`src/hw/rtl/pkwec_pkg.sv`:
```
`default_nettype none
package pkwec_pkg;

    localparam int NCOUNT = 16;

    localparam logic [3:0] ADDR_WINDOW = 4'd0;

    localparam logic [2:0] ST_UPDATED    = 3'd0;
    localparam logic [2:0] ST_RESTARTED  = 3'd1;
    localparam logic [2:0] ST_ALLOCATED  = 3'd2;
    localparam logic [2:0] ST_FULL       = 3'd3;
    localparam logic [2:0] ST_REPORTED   = 3'd4;
    localparam logic [2:0] ST_NOT_FOUND  = 3'd5;

    localparam logic [2:0] EV_EXEC    = 3'd0;
    localparam logic [2:0] EV_SYSCALL = 3'd1;
    localparam logic [2:0] EV_PKT_OUT = 3'd2;
    localparam logic [2:0] EV_PKT_IN  = 3'd3;
    localparam logic [2:0] EV_DNS     = 3'd4;

    localparam logic [3:0] SUB_CLONE   = 4'd4;
    localparam logic [3:0] SUB_UNSHARE = 4'd5;
    localparam logic [3:0] SUB_SETNS   = 4'd6;
    localparam logic [3:0] SUB_SOCKET  = 4'd7;
    localparam logic [3:0] SUB_OTHER   = 4'd8;

    localparam logic [3:0] C_EXEC      = 4'd0;
    localparam logic [3:0] C_NAMESPACE = 4'd6;
    localparam logic [3:0] C_SOCKET    = 4'd7;
    localparam logic [3:0] C_PKT_OUT   = 4'd8;
    localparam logic [3:0] C_LEN       = 4'd9;
    localparam logic [3:0] C_DST_IPS   = 4'd10;
    localparam logic [3:0] C_DST_PORTS = 4'd11;
    localparam logic [3:0] C_SYN       = 4'd12;
    localparam logic [3:0] C_SUSP      = 4'd13;
    localparam logic [3:0] C_PKT_IN    = 4'd14;
    localparam logic [3:0] C_DNS       = 4'd15;

    localparam logic [7:0] PROTO_TCP = 8'd6;
    localparam logic [7:0] FLAG_SYN  = 8'h02;
    localparam logic [7:0] FLAG_ACK  = 8'h10;

    localparam logic [63:0] WINDOW_RESET = 64'd1000000000;

    typedef enum logic [3:0] {
        S_IDLE,
        S_SEARCH,
        S_SEARCH_WAIT,
        S_DECIDE,
        S_TIME,
        S_UPD_READ,
        S_UPD_WAIT,
        S_UPD_WRITE,
        S_RD_READ,
        S_RD_WAIT,
        S_RD_OUT,
        S_RESULT
    } state_t;

    // controller -> datapath
    typedef struct packed {
        logic load_item;
        logic scan_clear;
        logic scan_step;
        logic cnt_clear;
        logic cnt_step;
        logic claim;
        logic restart;
        logic cnt_write;
        logic load_result;
        logic [2:0] result_status;
        logic result_last;
        logic load_report;
        logic use_slot;
    } cmd_t;

    // datapath -> controller
    typedef struct packed {
        logic kind;
        logic scan_done;
        logic found;
        logic free_found;
        logic expired;
        logic cnt_done;
        logic out_busy;
    } stat_t;

endpackage
`default_nettype wire

```
`src/hw/rtl/pkwec_ctrl.sv`:
```
`default_nettype none
module pkwec_ctrl
    import pkwec_pkg::*;
(
    input  wire logic  clk,
    input  wire logic  rst_n,
    input  wire logic  in_valid,
    output logic       in_ready,
    input  wire stat_t st,
    output cmd_t       cmd
);

    state_t state_reg, state_next;

    // advance state
    always_ff @(posedge clk or negedge rst_n)
    begin
        if (!rst_n)
        begin
            state_reg <= S_IDLE;
        end
        else
        begin
            state_reg <= state_next;
        end
    end

    // next state
    always_comb
    begin
        state_next = state_reg;
        case (state_reg)
            S_IDLE:        if (in_valid) state_next = S_SEARCH;
            S_SEARCH:      state_next = S_SEARCH_WAIT;
            S_SEARCH_WAIT: state_next = st.scan_done ? S_DECIDE : S_SEARCH_WAIT;
            S_DECIDE:
            begin
                if (st.kind)
                    state_next = st.found ? S_RD_READ : S_RESULT;
                else if (st.found)
                    state_next = S_TIME;
                else if (st.free_found)
                    state_next = S_UPD_READ;
                else
                    state_next = S_RESULT;
            end
            S_TIME:        state_next = S_UPD_READ;
            S_UPD_READ:    state_next = S_UPD_WAIT;
            S_UPD_WAIT:    state_next = S_UPD_WRITE;
            S_UPD_WRITE:   state_next = st.cnt_done ? S_RESULT : S_UPD_READ;
            S_RD_READ:     state_next = S_RD_WAIT;
            S_RD_WAIT:     state_next = S_RD_OUT;
            S_RD_OUT:
            begin
                if (!st.out_busy)
                    state_next = st.cnt_done ? S_IDLE : S_RD_READ;
            end
            S_RESULT:      if (!st.out_busy) state_next = S_IDLE;
            default:       state_next = S_IDLE;
        endcase
    end

    // outputs
    logic restart_reg;
    always_ff @(posedge clk or negedge rst_n)
    begin
        if (!rst_n)
        begin
            restart_reg <= 1'b0;
        end
        else if (state_reg == S_DECIDE)
        begin
            restart_reg <= 1'b0;
        end
        else if (state_reg == S_TIME)
        begin
            restart_reg <= st.expired;
        end
    end

    // a read never claims a slot
    logic alloc_reg;
    always_ff @(posedge clk or negedge rst_n)
    begin
        if (!rst_n)
        begin
            alloc_reg <= 1'b0;
        end
        else if (state_reg == S_DECIDE)
        begin
            alloc_reg <= !st.kind && !st.found && st.free_found;
        end
    end

    always_comb
    begin
        cmd = '0;
        in_ready = 1'b0;
        case (state_reg)
            S_IDLE:
            begin
                in_ready = 1'b1;
                cmd.load_item = in_valid;
            end
            S_SEARCH: cmd.scan_clear = 1'b1;
            S_SEARCH_WAIT: cmd.scan_step = !st.scan_done;
            S_DECIDE:
            begin
                cmd.cnt_clear = 1'b1;
                cmd.claim = !st.kind && !st.found && st.free_found;
            end
            S_TIME: cmd.restart = st.expired;
            S_UPD_WRITE:
            begin
                cmd.cnt_write = 1'b1;
                cmd.cnt_step = 1'b1;
            end
            S_RD_OUT:
            begin
                cmd.load_report = !st.out_busy;
                cmd.cnt_step = !st.out_busy;
            end
            S_RESULT:
            begin
                cmd.load_result = !st.out_busy;
                cmd.result_last = 1'b1;
                cmd.use_slot = st.found || alloc_reg;
                if (st.kind)
                    cmd.result_status = ST_NOT_FOUND;
                else if (alloc_reg)
                    cmd.result_status = ST_ALLOCATED;
                else if (!st.found)
                    cmd.result_status = ST_FULL;
                else if (restart_reg)
                    cmd.result_status = ST_RESTARTED;
                else
                    cmd.result_status = ST_UPDATED;
            end
            default: ;
        endcase
    end

endmodule
`default_nettype wire

```
`config.mk`:
```
export PLATFORM = sky130hd
export DESIGN_NAME = pkwec_ctrl
export DESIGN_NICKNAME = d
export VERILOG_FILES = /design/src/hw/rtl/pkwec_pkg.sv /design/src/hw/rtl/pkwec_ctrl.sv
export SDC_FILE = /design/constraint.sdc
export NUM_CORES = 1
export LEC_CHECK = 0
export BUFFER_PORTS_ARGS = -buffer_cell sky130_fd_sc_hd__buf_2
export CORE_AREA = 4 4 41 43
export DETAILED_ROUTE_END_ITERATION = 6
export DIE_AREA = 0 0 45 47
export GPL_ROUTABILITY_DRIVEN = 0
export PLACE_DENSITY = 0.69
export REMOVE_ABC_BUFFERS = 1
export SLEW_MARGIN = 15
export SYNTH_ARGS = -nofsm -noshare
export SYNTH_HDL_FRONTEND = slang
export SYNTH_SLANG_ARGS = --single-unit
```
`constraint.sdc`:
```
create_clock -name clk -period 4.5 [get_ports clk]
set_clock_uncertainty 0.2 [all_clocks]
set_input_delay 0.675 -clock clk [delete_from_list [all_inputs] [get_ports clk]]
set_output_delay 0.675 -clock clk [all_outputs]
set_load 0.05 [all_outputs]
```
==> impl_metrics.env <==
export IMPL_intPower_uw=202
export IMPL_routed_wl_met2_um=645
export IMPL_cp_slowest_cell="dfrtp_1"
export IMPL_avgSynthCellArea_sq_um=7.34
export IMPL_grt_usage_pct=15.3
export IMPL_crit_cells=4
export IMPL_max_slew_worst_pin_slew_ns=0.482
export IMPL_std_cell_rows=13
export IMPL_n_antenna_cell=0
export IMPL_synth_area_sq_um=551
export IMPL_power_frac_comb_pct=61.6
export IMPL_crit_path_max_fanout=17
export IMPL_io_pins=26
export IMPL_max_stage_delay_ns=0.63
export IMPL_yosysUniqueCellTypes=33
export IMPL_ff2ff_path_depth=4
export IMPL_p_seq_share_pct=28.1
export IMPL_avgViaCountPerCell=5.52
export IMPL_cp_cell_sequence="nand2_1 > nor2_1 > and2_1 > buf_2"
export IMPL_postCtsResizedCells=0
export IMPL_cp_top_family="simple AND/OR/NAND/NOR gates"
export IMPL_first_global_vias=556
export IMPL_hold_viol_final=0
export IMPL_yosysWarnings=0
export IMPL_wl_um=1420
export IMPL_p_leak_uw=0.000362
export IMPL_ir_drop_v=0.000314
export IMPL_cp_required_ns=3.62
export IMPL_postPlaceCellArea_sq_um=654
export IMPL_htreeDepth=1
export IMPL_drcViolationCount=0
export IMPL_synthCells=75
export IMPL_nets=109
export IMPL_worst_ep_arrival_time_ns=1.79
export IMPL_stdcell_area_sq_um=677
export IMPL_vias=618
export IMPL_hold_buffers=0
export IMPL_rsz0062_at_grt="no"
export IMPL_cp_start_kind="flip-flop"
export IMPL_drt_initial_drc_count=23
export IMPL_wl_met3_um=143
export IMPL_dieArea_sq_um=2120
export IMPL_relSlewSlack_pct=67.8
export IMPL_syn_to_final_growth_pct=23.0
export IMPL_synthTopCellsByCount="nor2_1 (9), dfrtp_1 (6), inv_1 (6), nand2_1 (6)"
export IMPL_clkTransAtPathRegs_ns=0.05
export IMPL_power_switching_uw=279
export IMPL_grt_antenna_before_repair=0
export IMPL_swShare_pct=58.0
export IMPL_final_max_slew_viol_count=0
export IMPL_cap_violations=0
export IMPL_cts_tree="done"
export IMPL_grt_max_degree=18
export IMPL_synth_seq_area_share_pct=27.3
export IMPL_end_kind="primary output"
export IMPL_hpwl_um=1070
export IMPL_drtAntennaViolNets=0
export IMPL_fin_crit_ns=2.67
export IMPL_max_clock_path_buffers=2
export IMPL_wl_met1_um=626
export IMPL_initial_core_util_pct=42.3
export IMPL_drive_gt1_share_pct=30.9
export IMPL_setup_viol=0
export IMPL_min_path_type="in -> async"
export IMPL_numPortBuffers=25
export IMPL_grt_pass1_wl_um=2340
export IMPL_outcome="finished clean"
export IMPL_wl_per_cell_um=12.6
export IMPL_cts_sinks=6
export IMPL_insertion_delay_ns=0.24
export IMPL_regArea_sq_um=150
export IMPL_fin_crit_sh_pct=59.2
export IMPL_dr_pass1_iters=4
export IMPL_synth_top_cell_area_share_pct=27.3
export IMPL_largest_register_ffs=4
export IMPL_gr_total_overflow=0
export IMPL_die_height_um=47
export IMPL_synthTopCellsByArea="dfrtp_1 (27%), nor2_1 (6.1%), and2_1 (4.5%)"
export IMPL_coreArea_sq_um=1300
export IMPL_cts_buffers=3
export IMPL_p_per_area_nw_per_um2=710
export IMPL_worst_path_buf_inv=1
export IMPL_worstSetupPathType="reg -> out"
export IMPL_synth_seq_cells=6
export IMPL_post_cts_buffers=0
export IMPL_setup_tns_ns=0
export IMPL_clkPwrFrac_pct=10.2
export IMPL_synthFlopType="dfrtp_1"
export IMPL_routed_top_layer="met3"
export IMPL_multiInputGateArea_sq_um=338
export IMPL_synth_top_area_cell="dfrtp_1"
export IMPL_final_fill_count=142
export IMPL_die_x_um=45
export IMPL_max_freq_ghz=0.375
export IMPL_synth_async_reset_ratio_pct=100
export IMPL_ctsRootBufferMaster="clkbuf_4"
export IMPL_synth_edf_count=0
export IMPL_yosysMostFrequentCell="nor2_1"
==> power by group through the flow <==
stage	clock, uW	combinational (uW)	sequential [uW]
after detailed placement	0	295	134
after CTS	51.2	296	134
after floorplan	0	237	120
final	49.1	296	135
after global placement	0	297	135
after global routing	55.7	323	143
==> area by class of cell <==
| type | count | area share, % |
|---|---|---|
| Sequential cell | 6 | 22.2 |
| Timing Repair Buffer | 25 | 18.5 |
| Clock buffer | 3 | 3.33 |
| Multi-Input combinational cell | 57 | 49.9 |
| Tap cell | 15 | 2.77 |
| Inverter | 6 | 3.33 |
==> metal layers <==
layer / track usage, % / vias to the layer above
met1: 20.1 / 277
met4: 3.51 / 0
met3: 5.75 / 0
met5: 0 / -
li1: - / 310
met2: 23.7 / 31
==> final timing paths <==
| kind | from | to | slack [ns] |
|---|---|---|---|
| worst max-delay path | state_reg[1] | cmd[5] | 1.83 |
| worst min-delay path | rst_n | state_reg[1] | 0.04 |
| worst max register to register | state_reg[2] | state_reg[3] | 2.69 |
| worst min register to register | restart_reg | restart_reg | 0.31 |
| max in group asynchronous | rst_n | state_reg[3] | 3.91 |
| min in group clk | restart_reg | restart_reg | 0.31 |
==> kinds of logic after synthesis <==
logic type | count (synthesis) | share of synthesized area (%)
AO/OA/AOI/OAI | 23 | 29.1
buffers and inverters | 12 | 11.4
flip-flops | 6 | 27.3
AND/OR/NAND/NOR | 34 | 32.3
==> cell usage in the layout, fill, tap and decap left out, types with 3 or more instances in the layout <==
cell type	instances
buf_2	25
nor2_1	9
nand2_1	6
inv_1	6
dfrtp_1	6
nand2b_1	4
and2_1	4
nor3_1	4
o21ai_0	4
o21a_1	3
clkbuf_4	3
==> stage by stage <==
| step | cells | hold slack, ns | utilization [%] | total power, uW | worst slack, ns |
|---|---|---|---|---|---|
| after floorplan | 69 | 0.179 | - | 357 | 0.414 |
| after global placement | 109 | 0.300 | 50.3 | 432 | 2.11 |
| after detailed placement | 109 | 0.304 | 50.3 | 429 | 2.12 |
| after CTS | 112 | 0.0398 | 52.0 | 481 | 1.85 |
| after global routing | 112 | 0.0367 | 52.0 | 521 | 1.68 |
| final | 112 | 0.0428 | 52.0 | 480 | 1.83 |
==> worst register-to-register path: cells and delay by family (launching register included) <==
kind / cells / cell delay (ns)
simple gates: 2 / 0.42
flops: 1 / 0.55
compound gates: 2 / 0.49
(Power assumes the default switching activity.)
